--- config.mk ---
export PLATFORM = sky130hd
export DESIGN_NAME = rbrb_modpipe
export DESIGN_NICKNAME = d
export VERILOG_FILES = /design/src/rtl/record_byte_ring_buffer_defines.svh /design/src/rtl/rbrb_pkg.sv /design/src/rtl/rbrb_modpipe.sv
export SDC_FILE = /design/constraint.sdc
export NUM_CORES = 1
export LEC_CHECK = 0
export BUFFER_PORTS_ARGS = -buffer_cell sky130_fd_sc_hd__buf_2
export CAP_MARGIN = 10
export CORE_MARGIN = 2
export CORE_UTILIZATION = 35
export DETAILED_ROUTE_END_ITERATION = 10
export PLACE_DENSITY = 0.52
export RECOVER_POWER = 100
export SLEW_MARGIN = 0
export SYNTH_ARGS = -nofsm -noshare
export SYNTH_HDL_FRONTEND = slang
export SYNTH_SLANG_ARGS = --single-unit
--- constraint.sdc ---
create_clock -name clk -period 7.13 [get_ports clk]
set_input_delay 0.3565 -clock clk [delete_from_list [all_inputs] [get_ports clk]]
set_output_delay 0.3565 -clock clk [all_outputs]
set_load 0.01 [all_outputs]
--- src/rtl/record_byte_ring_buffer_defines.svh ---
// assertion macros for the record byte ring buffer
`ifndef RECORD_BYTE_RING_BUFFER_DEFINES_SVH
`define RECORD_BYTE_RING_BUFFER_DEFINES_SVH

// same-cycle implication, held off during reset
`define RBRB_ASSERT_NOW(label, clk, rst_n, ante, cons, msg) \
    label: assert property (@(posedge clk) disable iff (!rst_n) (ante) |-> (cons)) \
        else $error(msg);

// next-cycle implication, held off during reset
`define RBRB_ASSERT_NEXT(label, clk, rst_n, ante, cons, msg) \
    label: assert property (@(posedge clk) disable iff (!rst_n) (ante) |=> (cons)) \
        else $error(msg);

`endif

--- src/rtl/rbrb_pkg.sv ---
// shared types and constants for the record byte ring buffer
`timescale 1ns / 1ps
`default_nettype none

package rbrb_pkg;

    localparam int unsigned MAX_DEPTH = 1024;
    localparam int unsigned ADDR_W = $clog2(MAX_DEPTH);
    localparam int unsigned CNT_W = $clog2(MAX_DEPTH + 1);
    localparam int unsigned OFFS_W = 10;
    localparam int unsigned BYTE_W = 8;
    localparam int unsigned DROP_W = 32;
    localparam int unsigned OP_W = 2;

    // offset remainder pipeline: restoring steps per stage
    localparam int unsigned STEPS_PER_STAGE = 2;
    localparam int unsigned MOD_STAGES = (OFFS_W + STEPS_PER_STAGE - 1) / STEPS_PER_STAGE;
    localparam int unsigned SUB_W = OFFS_W + CNT_W;

    localparam logic [CNT_W-1:0] CAP_MAX = CNT_W'(MAX_DEPTH);

    typedef enum logic [OP_W-1:0] {
        OP_ENQUEUE = 2'd0,
        OP_PEEK    = 2'd1,
        OP_CONSUME = 2'd2,
        OP_TAKE    = 2'd3
    } op_t;

    typedef struct packed {
        op_t               op;
        logic              first;
        logic [CNT_W-1:0]  amount;
        logic [BYTE_W-1:0] data_byte;
        logic [OFFS_W-1:0] offs;
    } item_t;

    typedef struct packed {
        logic              accepted;
        logic [CNT_W-1:0]  contig;
        logic [ADDR_W-1:0] read_pos;
        logic [DROP_W-1:0] dropped;
        logic [CNT_W-1:0]  used;
    } result_t;

endpackage

`default_nettype wire

--- src/rtl/rbrb_modpipe.sv ---
// input register and pipelined peek offset remainder against capacity
`timescale 1ns / 1ps
`default_nettype none

module rbrb_modpipe (
    input  wire logic                         clk,
    input  wire logic                         rst_n,
    input  wire logic [rbrb_pkg::CNT_W-1:0]   cap,
    input  wire logic                         in_valid,
    output logic                              in_ready,
    input  wire rbrb_pkg::item_t              in_item,
    output logic                              item_valid,
    input  wire logic                         item_ready,
    output rbrb_pkg::item_t                   item
);

    import rbrb_pkg::*;

    logic [MOD_STAGES:0] valid_reg;
    item_t               item_reg [0:MOD_STAGES];
    item_t               item_next [1:MOD_STAGES];
    logic [MOD_STAGES:0] stage_rdy;

    // STEPS_PER_STAGE restoring remainder steps, shifts taken from the stage number
    function automatic logic [OFFS_W-1:0] stage_rem(
        input logic [OFFS_W-1:0] rem_in,
        input logic [CNT_W-1:0]  cap_in,
        input int unsigned       stage
    );
        logic [SUB_W-1:0] rem_w;
        logic [SUB_W-1:0] div_w;
        int unsigned      step;
        rem_w = SUB_W'(rem_in);
        div_w = '0;
        step  = 0;
        for (int unsigned s = 0; s < STEPS_PER_STAGE; s++)
        begin
            step = stage * STEPS_PER_STAGE + s;
            if (step < OFFS_W)
            begin
                div_w = SUB_W'(cap_in) << (OFFS_W - 1 - step);
                if (rem_w >= div_w)
                begin
                    rem_w = rem_w - div_w;
                end
            end
        end
        return rem_w[OFFS_W-1:0];
    endfunction

    always_comb
    begin
        stage_rdy[MOD_STAGES] = !valid_reg[MOD_STAGES] || item_ready;
        for (int k = MOD_STAGES - 1; k >= 0; k--)
        begin
            stage_rdy[k] = !valid_reg[k] || stage_rdy[k+1];
        end
    end

    always_comb
    begin
        for (int unsigned k = 1; k <= MOD_STAGES; k++)
        begin
            item_next[k]      = item_reg[k-1];
            item_next[k].offs = stage_rem(item_reg[k-1].offs, cap, k - 1);
        end
    end

    assign in_ready   = stage_rdy[0];
    assign item_valid = valid_reg[MOD_STAGES];
    assign item       = item_reg[MOD_STAGES];

    always_ff @(posedge clk or negedge rst_n)
    begin
        if (!rst_n)
        begin
            valid_reg <= '0;
        end
        else
        begin
            if (stage_rdy[0])
            begin
                valid_reg[0] <= in_valid;
            end
            for (int unsigned k = 1; k <= MOD_STAGES; k++)
            begin
                if (stage_rdy[k])
                begin
                    valid_reg[k] <= valid_reg[k-1];
                end
            end
        end
    end

    always_ff @(posedge clk)
    begin
        if (stage_rdy[0] && in_valid)
        begin
            item_reg[0] <= in_item;
        end
        for (int unsigned k = 1; k <= MOD_STAGES; k++)
        begin
            if (stage_rdy[k] && valid_reg[k-1])
            begin
                item_reg[k] <= item_next[k];
            end
        end
    end

endmodule

`default_nettype wire

==> results of run 1 <==
## logic make-up after synthesis
kind of cell,after synthesis
compound gates,145
xor+xnor,34
fa+ha+maj,89
buf+inv,50
flops,198
mux,37
simple gates,164
## per-layer routing
layer	wire, um	up-vias	share of wire, %	global-route usage [%]
met2	9560	108	50	23.3
met5	0	-	0	0
met3	550	19	2.9	2.60
li1	-	2958	-	-
met4	349	0	1.8	4.46
met1	8830	2767	46	17.7
## cell type report
cell class | count | area share [%]
Clock buffer | 18 | 3.82
Multi-Input combinational cell | 469 | 32.3
Sequential cell | 198 | 52.6
Timing Repair Buffer | 93 | 3.85
Clock inverter | 14 | 1.60
Tap cell | 378 | 4.21
Antenna cell | 2 | 0.0445
Inverter | 45 | 1.50
## power by group
part | leakage, nW | switching, mW | internal [mW] | total (mW)
clock network | 0.294 | 0.473 | 0.479 | 0.953
registers | 1.93 | 0.0659 | 1.54 | 1.61
logic | 2.10 | 0.466 | 0.318 | 0.785
total | 4.33 | 1.01 | 2.34 | 3.35
## cells in the mapped netlist (2+ instances only)
cell         n  share of area [%]
a211o_1      3               0.27
a21boi_0     4               0.31
a21o_1      12               0.92
a21o_2       2               0.18
a21oi_1     36                1.8
a21oi_2      2               0.18
a31oi_1      8               0.51
and2_1       6               0.38
and3_1       2               0.13
and4_1       2               0.18
buf_2        2               0.10
clkbuf_1     3               0.12
dfrtp_1      6                1.5
edfxtp_1   192                 59
fa_1         8                1.6
ha_1        81                 10
inv_1       45                1.7
mux2_2      28                3.2
mux2i_1      9               0.92
nand2_1     35                1.3
nand2b_1    11               0.70
nand3_1     10               0.51
nand4_1     10               0.64
nor2_1      34                1.3
nor2b_1     13               0.83
nor3_1      14               0.72
nor4_1      10               0.64
nor4b_1      3               0.27
o2111ai_1    2               0.18
o21a_1      11               0.84
o21ai_0     36                1.8
o21bai_1     3               0.23
o221ai_1     2               0.18
o22ai_1      6               0.38
o31a_1       4               0.36
o31ai_1      3               0.23
o41ai_1      3               0.27
or2_2        2               0.13
or3_1        4               0.26
xnor2_1     23                2.1
xor2_1      11               0.98
## path summary, 6_finish.rpt
check	to	slack [ns]
setup / recovery	item_reg[5][2]	1.47
setup reg to reg	item_reg[5][2]	1.47
hold reg to reg	item_reg[4][22]	0.41
max in group asynchronous	valid_reg[4]	6.52
hold / removal	item_reg[0][25]	0.1
min in group asynchronous	valid_reg[5]	0.37
## stage by stage
stage / std cells / cell area (um^2) / utilization, % / power (mW)
2_1_floorplan: 717 / 9790 / - / 2.20
3_3_place_gp: 1182 / 10800 / 39.0 / 2.45
3_5_place_dp: 1182 / 10800 / 39.0 / 2.45
4_1_cts: 1215 / 11400 / 41.2 / 3.41
5_1_grt: 1217 / 11200 / 40.7 / 3.55
6_report: 1217 / 11200 / 40.7 / 3.35
==> metrics, run 1 <==
fraction of registers with async set/reset 3.03%; type of origin of the critical path flip-flop; achievable clock frequency 177 MHz; worst path cell trace inv_1, ha_1, fa_1, nand2b_1, a21oi_1, o22ai_1, a21o_1, o21ai_0, ha_1, a21oi_1, nand2_1, o22ai_1, o31a_1, o21ai_0, a311oi_1, mux2_2; Distinct cells, synth 57; # setup viols final 0; Tcrit/Tclk final 79.3%; crit-path leading delay family compound AO/OA/AOI/OAI gates; number of buffers created by CTS 17; CTS root buf clkbuf_16; Fin. Hold Viols 0; io pins 81; Adder-Cell Fraction of Synth Area 12.0%; Gates resized, CTS repair 0; commonest non-fill, non-tap cell in the layout edfxtp_1; Worst Path Buf+Inv 1; slack of the critical path 1.47 ns; maxcap violations 2; TNS Setup 0 ns; status finished with violations; hold path depth 1; initial cell density of the core 35.4%; final hold slack 0.0973 ns; clk buf depth 2; Syn. warnings 0; Critical Setup Path Class reg -> reg; Layout Nets 960; Post-Route WL 19300 um; area of the die 29300 um^2; total gr overflow 0; most frequent cells in the layout edfxtp_1 (192), ha_1 (81), inv_1 (45); # DRC 0; Synth Area in Compound Gates 9.52%; Die Y 171 um; cell depth of the worst setup path 16; CTS tree yes; GP Congestion 0.803; number of H-tree levels 4; CP max FO 12; Slew Limit Headroom -29.3%; Crit path required time 7.30 ns; largest net degree at the start of global routing 23; storage element area 5920 um^2; CP peak stage delay 1.37 ns; Vias 5852; Pwr Density 298 nW/um^2; failing checks max-capacitance violations, max-slew violations; Static Leak 4.33 nW; Die Width 171 um; clk_skew 0.00986 ns; Mapped Area 9790 um^2; Mapped Nets 853; post-synthesis mux area share 4.14%; synth-to-layout area growth 14.8%; main combinational cell family by area after synthesis adder cells; clk_lat worst skew 0.43 ns; Critical Path End Type flip-flop; gr usage total 13.7%; worst hold path class in -> reg; HPWL Detailed 14500 um; clk slew on worst S/H paths 0.08 ns; clk sinks 198; Slew Viols, Final 25; TritonRoute pass-1 iters 4; Tmin final 5.66 ns; DR vias/cell 4.81; post-synthesis sequential area ratio 60.4%; Fillers 2672; CP arrival 5.83 ns; Syn Area/Cell 13.7 um^2; cts hold-fix bufs 1; Post-Synthesis Cells 717; first-pass GRT wire length 30800 um; Hold Crit Start in_item[25]; average routed wire per standard cell 15.9 um; initial antenna violation count 2; # rows 61; Peak VDD IR 0.000133 V; reg2reg start item_reg[4][1]; Post-CTS Setup Repair Bufs 0; Core ar. 27600 um^2; Synth Area in Simple Gates 8.95%; Post-synth EDFFs 192; layout cells sized above 1 13.0%; CP Launch Point item_reg[4][1]; footprint of the multi-input gates 3640 um^2; initial DRC count 296; Top FF cell, synth edfxtp_1; synthesized flop and latch total 198; RSZ-0062 raised after global routing false; Antenna Nets Post-Route 0; IO Port Bufs 80; R2R cell count 16; vias in the first global route 5817; Worst Max-Slew Pin Slew 1.92 ns; max reg flops 192; XOR/XNOR Fraction of Synth Area 3.04%; CP max-delay cell a311oi_1; Post-Place Setup Slack 1.74 ns
Note: power is estimated with default switching activity, not from simulation.
==> run 2, diff against run 1 <==
clock period = 5.9 ns   (was 7.13 ns; I/O delays follow)
==> run 2 against run 1 <==
  * The flow still finishes with violations (max-capacitance violations, max-slew violations)
  * Global-route usage is 0.22 points lower
  * Highest routed layer unchanged
  * Core utilization is 0.10 points higher
  * Wire length is 0.24% lower
==> metrics, run 2 (same netlist as run 1, synthesis figures left out) <==
Layout Nets 961 (+0.10%); number of buffers created by CTS 17 (unchanged); worst path cell trace inv_1, ha_1, fa_1, nand2b_1, a21oi_1, o22ai_1, a21o_1, o21ai_0, ha_1, a21oi_1, nand2_1, o22ai_1, o31a_1, o21ai_0, a311oi_2, clkbuf_1, mux2_2; Crit path required time 6.08 ns (-1.22 ns); clk buf depth 2 (unchanged); Fin. Hold Viols 0 (unchanged); # DRC 0 (unchanged); # rows 61 (unchanged); Vias 5861 (+0.15%); clk_skew 0.0161 ns (+0.00620 ns); initial cell density of the core 35.4% (unchanged); DP Area 10800 um^2 (unchanged); DR vias/cell 4.82 (+0.24%); reg2reg end item_reg[5][1]; most frequent cells in the layout edfxtp_1 (192), ha_1 (81), inv_1 (45), buf_2 (45), clkbuf_1 (41); average routed wire per standard cell 15.8 um (-0.16%); vias in the first global route 5814 (-0.052%); CP max-delay cell clkbuf_1; end of the worst hold path item_reg[0][12]; CTS root buf clkbuf_16; Finished Cell Area 11300 um^2 (+0.24%); Peak VDD IR 0.000170 V (+28%); total gr overflow 0 (unchanged); placed cell count 1182 (unchanged); Pwr Density 359 nW/um^2 (+21%); clk sinks 198 (unchanged); slack of the critical path 0.775 ns (-0.698 ns); Post-Route WL 19200 um (-0.24%); failing checks max-capacitance violations, max-slew violations; TritonRoute pass-1 iters 7 (+3); achievable clock frequency 195 MHz (+10%); Post-Place Setup Slack 0.756 ns (-0.989 ns); max reg flops 192 (unchanged); first-pass GRT wire length 30200 um (-2.0%); Fillers 2657 (-0.56%); CP arrival 5.30 ns (-0.53 ns); # setup viols final 0 (unchanged); HPWL Detailed 14600 um (+0.68%); CP peak stage delay 0.46 ns (-0.91 ns); Slew Limit Headroom -118% (-89 points); IO Port Bufs 80 (unchanged); Critical Setup Path Class reg -> reg; clk slew on worst S/H paths 0.07 ns (about the same); Slew Viols, Final 33 (+32%); Die Y 171 um (unchanged); Tmin final 5.13 ns (-0.532 ns); CP max FO 12 (unchanged); layout cells sized above 1 13.7% (+0.72 points); TNS Setup 0 ns (unchanged); number of H-tree levels 4 (unchanged); synth-to-layout area growth 15.1%; initial antenna violation count 1 (-1); hold path depth 1 (unchanged); Tcrit/Tclk final 86.9% (+7.5 points); RSZ-0062 raised after global routing false; area of the die 29300 um^2 (unchanged); R2R cell count 17 (+1); CTS tree yes; commonest non-fill, non-tap cell in the layout edfxtp_1; Antenna Nets Post-Route 0 (unchanged); maxcap violations 1 (-1); initial DRC count 363 (+23%); GP Congestion 0.858 (+6.9%); Total Power 4.05 mW (+21%); Static Leak 4.34 nW (+0.26%); worst reg2reg setup slack 0.77 ns (-0.70 ns); io pins 81 (unchanged); Non-Filler Instances 1216 (-0.082%); clk_lat worst skew 0.43 ns (about the same); Core ar. 27600 um^2 (unchanged); Die Width 171 um (unchanged); Hold Crit Start in_item[12]; reg2reg start item_reg[4][1]; type of origin of the critical path flip-flop; Critical Path End Type flip-flop; worst hold path class in -> reg; gr usage total 13.5% (-0.22 points); Worst Max-Slew Pin Slew 3.26 ns (+1.34 ns); status finished with violations; largest net degree at the start of global routing 33 (+43%)
run 2: changes by cell type in the layout (fill, tap and decap cells not counted), moves of 2 or more:
cell        delta
clkinv_8       -2
inv_8          +2
inv_6          -2
clkbuf_1       -2
mux2_1         -3
clkinvlp_4     +2
mux2_2         +3
run 2: worst max-delay path by stage:
stage / from / end / slack, ns / cells past startpoint
after CTS: item_reg[4][1] / item_reg[5][1] / 1.04 / 17
after global placement: cap[4] / item_reg[5][3] / 0.73 / 17
after detailed placement: cap[4] / item_reg[5][9] / 0.76 / 17
after global routing: item_reg[4][1] / item_reg[5][2] / 0.43 / 17
after floorplan: cap[4] / item_reg[5][1] / 1.40 / 16
final: item_reg[4][1] / item_reg[5][1] / 0.77 / 17
run 2: cell type report:
class | count | area [um^2] | area share (%)
well taps | 378 | 473 | 4.20
inverters | 45 | 169 | 1.50
flip-flops and latches | 198 | 5920 | 52.5
repair buffers | 94 | 444 | 3.94
clock inverters | 14 | 181 | 1.61
multi-input cells | 469 | 3660 | 32.5
clock buffers | 17 | 425 | 3.78
diodes | 1 | 2.50 | 0.0222
run 2: routing by layer:
layer  up-vias  share of wire, %  track usage (%)
met1      2765                47             17.8
met3        25               3.6             3.04
li1       2951                 -                -
met5         -                 0                0
met2       120                47             22.0
met4         0               2.1             4.72
run 2: power by group:
group	total [mW]	switching [mW]	internal [mW]
Combinational	0.952	0.564	0.388
Sequential	1.94	0.0738	1.87
Clock	1.16	0.549	0.609
Total	4.05	1.19	2.86
run 2: critical path: cells and delay by family, from the launching register on:
family	cells	cell delay [ns]
flops	1	0.38
buf+inv	2	0.52
fa+ha+maj	3	0.99
mux	1	0.40
compound gates	9	2.31
simple gates	2	0.28
run 2: per-stage QoR:
step                      util [%]  hold WS, ns
after floorplan                  -    -0.000591
after global placement        39.0        0.125
after detailed placement      39.0        0.125
after CTS                     41.2       0.0112
after global routing          40.8      0.00223
final                         40.8       0.0350
run 2: repair_timing:
item / in CTS / in global routing
buffers inserted: 0 / 0
endpoints found under the hold margin: 6 / 1
hold buffers: 1 / 1
gates resized for setup: 0 / 0
==> run 3, diff against run 2 <==
CORE_UTILIZATION = 60   (was 35)
PLACE_DENSITY = 0.81   (was 0.52)
clock period = 5.6 ns   (was 5.9 ns; I/O delays follow)
==> run 3 against run 2 <==
  * The flow still finishes with violations (max-capacitance violations, max-slew violations)
  * Critical path depth fell by 1
  * Count of clock-buffer cells in the layout did not move
  * Cell count fell by 13%
  * Worst hold slack got worse by 0.019 ns
  * Combinational power rose by 8%
  * Critical endpoint is now item_reg[4][4]
  * Largest cell class unchanged
==> metrics, run 3 (same netlist as run 1, synthesis figures left out) <==
worst path cell trace inv_1, ha_1, fa_1, nor2b_1, o31a_1, o21ai_0, a21o_1, o21ai_0, ha_1, nor2b_1, o21a_1, o21ai_0, a211o_1, o21ai_0, a21oi_1, mux2_2; reg2reg start item_reg[3][3]; Net Sw Frac 30.3% (+0.98 points); CP max-delay cell a21oi_1; Tmin final 4.96 ns (-0.169 ns); initial DRC count 535 (+47%); Tcrit/Tclk final 88.5% (+1.6 points); end of the worst hold path item_reg[0][20]; DR vias/cell 5.99 (+24%); GP Congestion 0.882 (+2.8%); DP Area 10500 um^2 (-2.0%); CP arrival 5.14 ns (-0.16 ns); clock share of power 27.9% (-0.7 points); R2R cell count 16 (-1); TritonRoute pass-1 iters 8 (+1); achievable clock frequency 202 MHz (+3.4%); CTS tree yes; Fillers 1108 (-58%); worst hold path class in -> reg; Antenna Cells 0 (-1); Antenna Nets Post-Route 0 (unchanged); # setup viols final 0 (unchanged); Total Power 4.29 mW (+5.9%); vias in the first global route 6639 (+14%); IO Port Bufs 80 (unchanged); Hold Crit Start in_item[20]; # rows 46 (-25%); Vias 6300 (+7.5%); Static Leak 4.34 nW (about the same); average routed wire per standard cell 19.6 um (+24%); Int Pwr 2.99 mW (+4.4%); Critical Setup Path Class reg -> reg; first-pass GRT wire length 32900 um (+8.9%); clk slew on worst S/H paths 0.07 ns (about the same); Layout Nets 959 (-0.21%); Post-CTS Setup Repair Bufs 0 (unchanged); HPWL Detailed 14800 um (+1.9%); Final Util 69.4% (+29 points); worst reg2reg setup slack 0.64 ns (-0.13 ns); hold path depth 1 (unchanged); initial antenna violation count 0 (-1); Slew Viols, Final 125 (+280%); status finished with violations; Pwr Density 387 nW/um^2 (+7.8%); Core ar. 15900 um^2 (-42%); Die Width 132 um (-23%); gr usage total 24.6% (+11 points); clk sinks 198 (unchanged); clk_lat worst skew 0.43 ns (about the same); TNS Setup 0 ns (unchanged); Worst Max-Slew Pin Slew 3.29 ns (+0.0271 ns); clk buf depth 2 (unchanged); CP Launch Point item_reg[3][3]; Die Y 132 um (-23%); type of origin of the critical path flip-flop; clk_skew 0.00948 ns (-0.00658 ns); crit-path leading delay family compound AO/OA/AOI/OAI gates; layout cells sized above 1 13.9% (+0.14 points); failing checks max-capacitance violations, max-slew violations; CTS root buf clkbuf_16; largest net degree at the start of global routing 33 (unchanged); Slew Limit Headroom -120% (-2.4 points); P_sw 1.30 mW (+9.4%); CP max FO 14 (+2); cts hold-fix bufs 1 (unchanged); Fin. Hold Viols 0 (unchanged); Finished Cell Area 11100 um^2 (-1.8%); maxcap violations 4 (+3); initial cell density of the core 61.4% (+26 points); total gr overflow 0 (unchanged); Gates resized, CTS repair 0 (unchanged); Combinational Power Share 24.1% (+0.6 points); max reg flops 192 (unchanged); Peak VDD IR 0.000378 V (+120%); Critical Path End Type flip-flop; synth-to-layout area growth 13.0%; io pins 81 (unchanged); Worst Path Buf+Inv 1 (-1); CP dominant cell by count o21ai_0; Sequential Power Share 48.0% (about the same); # DRC 0 (unchanged); number of buffers created by CTS 17 (unchanged); Post-Route WL 20600 um (+6.9%); number of H-tree levels 4 (unchanged); commonest non-fill, non-tap cell in the layout edfxtp_1; CP peak stage delay 0.73 ns (+0.27 ns); Crit path required time 5.78 ns (-0.30 ns); most frequent cells in the layout edfxtp_1 (192), ha_1 (81), inv_1 (45), buf_2 (45), clkbuf_1 (38); reg2reg end item_reg[4][4]; area of the die 17400 um^2 (-41%); RSZ-0062 raised after global routing false
## run 3: cell types whose count changed in the layout (fill, tap and decap cells not counted), moves of 2 or more
| cell | delta |
|---|---|
| mux2_1 | +2 |
| mux2_2 | -2 |
| clkinvlp_4 | -2 |
| clkbuf_1 | -3 |
## run 3: power groups by stage
stage	registers (mW)	logic, mW	clock network (mW)
6_report	2.06	1.03	1.20
5_1_grt	2.08	1.14	1.26
4_1_cts	2.05	1.05	1.21
3_5_place_dp	2.08	1.03	0
3_3_place_gp	2.06	0.991	0
2_1_floorplan	2.08	0.714	0
## run 3: layout make-up
cell class / instances / area (um^2) / area share [%]
Sequential cell: 198 / 5920 / 53.5
Inverter: 45 / 169 / 1.53
Tap cell: 216 / 270 / 2.44
Clock inverter: 15 / 174 / 1.57
Multi-Input combinational cell: 469 / 3670 / 33.2
Timing Repair Buffer: 92 / 440 / 3.98
Clock buffer: 17 / 425 / 3.84
## run 3: metal layers
layer | track usage, % | part of all wire [%]
met1 | 27.6 | 39
met2 | 45.4 | 53
met3 | 5.50 | 5.0
met4 | 9.78 | 2.9
met5 | 0 | 0
## run 3: worst max path at each step
stage,endpoint,slack (ns),depth (start not counted)
floorplan,item_reg[5][1],1.11,16
global placement,item_reg[5][1],0.63,17
detailed placement,item_reg[5][6],0.66,17
CTS,item_reg[3][6],0.77,16
global route,item_reg[3][6],0.39,16
finish,item_reg[4][4],0.64,16
## run 3: stage by stage
step	setup WS, ns	hold WS, ns	cells
3_5_place_dp	0.657	0.119	1018
3_3_place_gp	0.631	0.109	1018
2_1_floorplan	1.11	-0.0156	717
5_1_grt	0.392	0.00231	1052
4_1_cts	0.773	0.000924	1051
6_report	0.644	0.0162	1052
## run 3: worst register-to-register path, stage by stage (launching register included)
cell and delay, ns:
edfxtp_1 0.37, inv_1 0.05, ha_1 0.21, fa_1 0.42, nor2b_1 0.18, o31a_1 0.20, o21ai_0 0.13, a21o_1 0.35
o21ai_0 0.45, ha_1 0.34, nor2b_1 0.14, o21a_1 0.18, o21ai_0 0.24, a211o_1 0.21, o21ai_0 0.09, a21oi_1 0.73
mux2_2 0.43
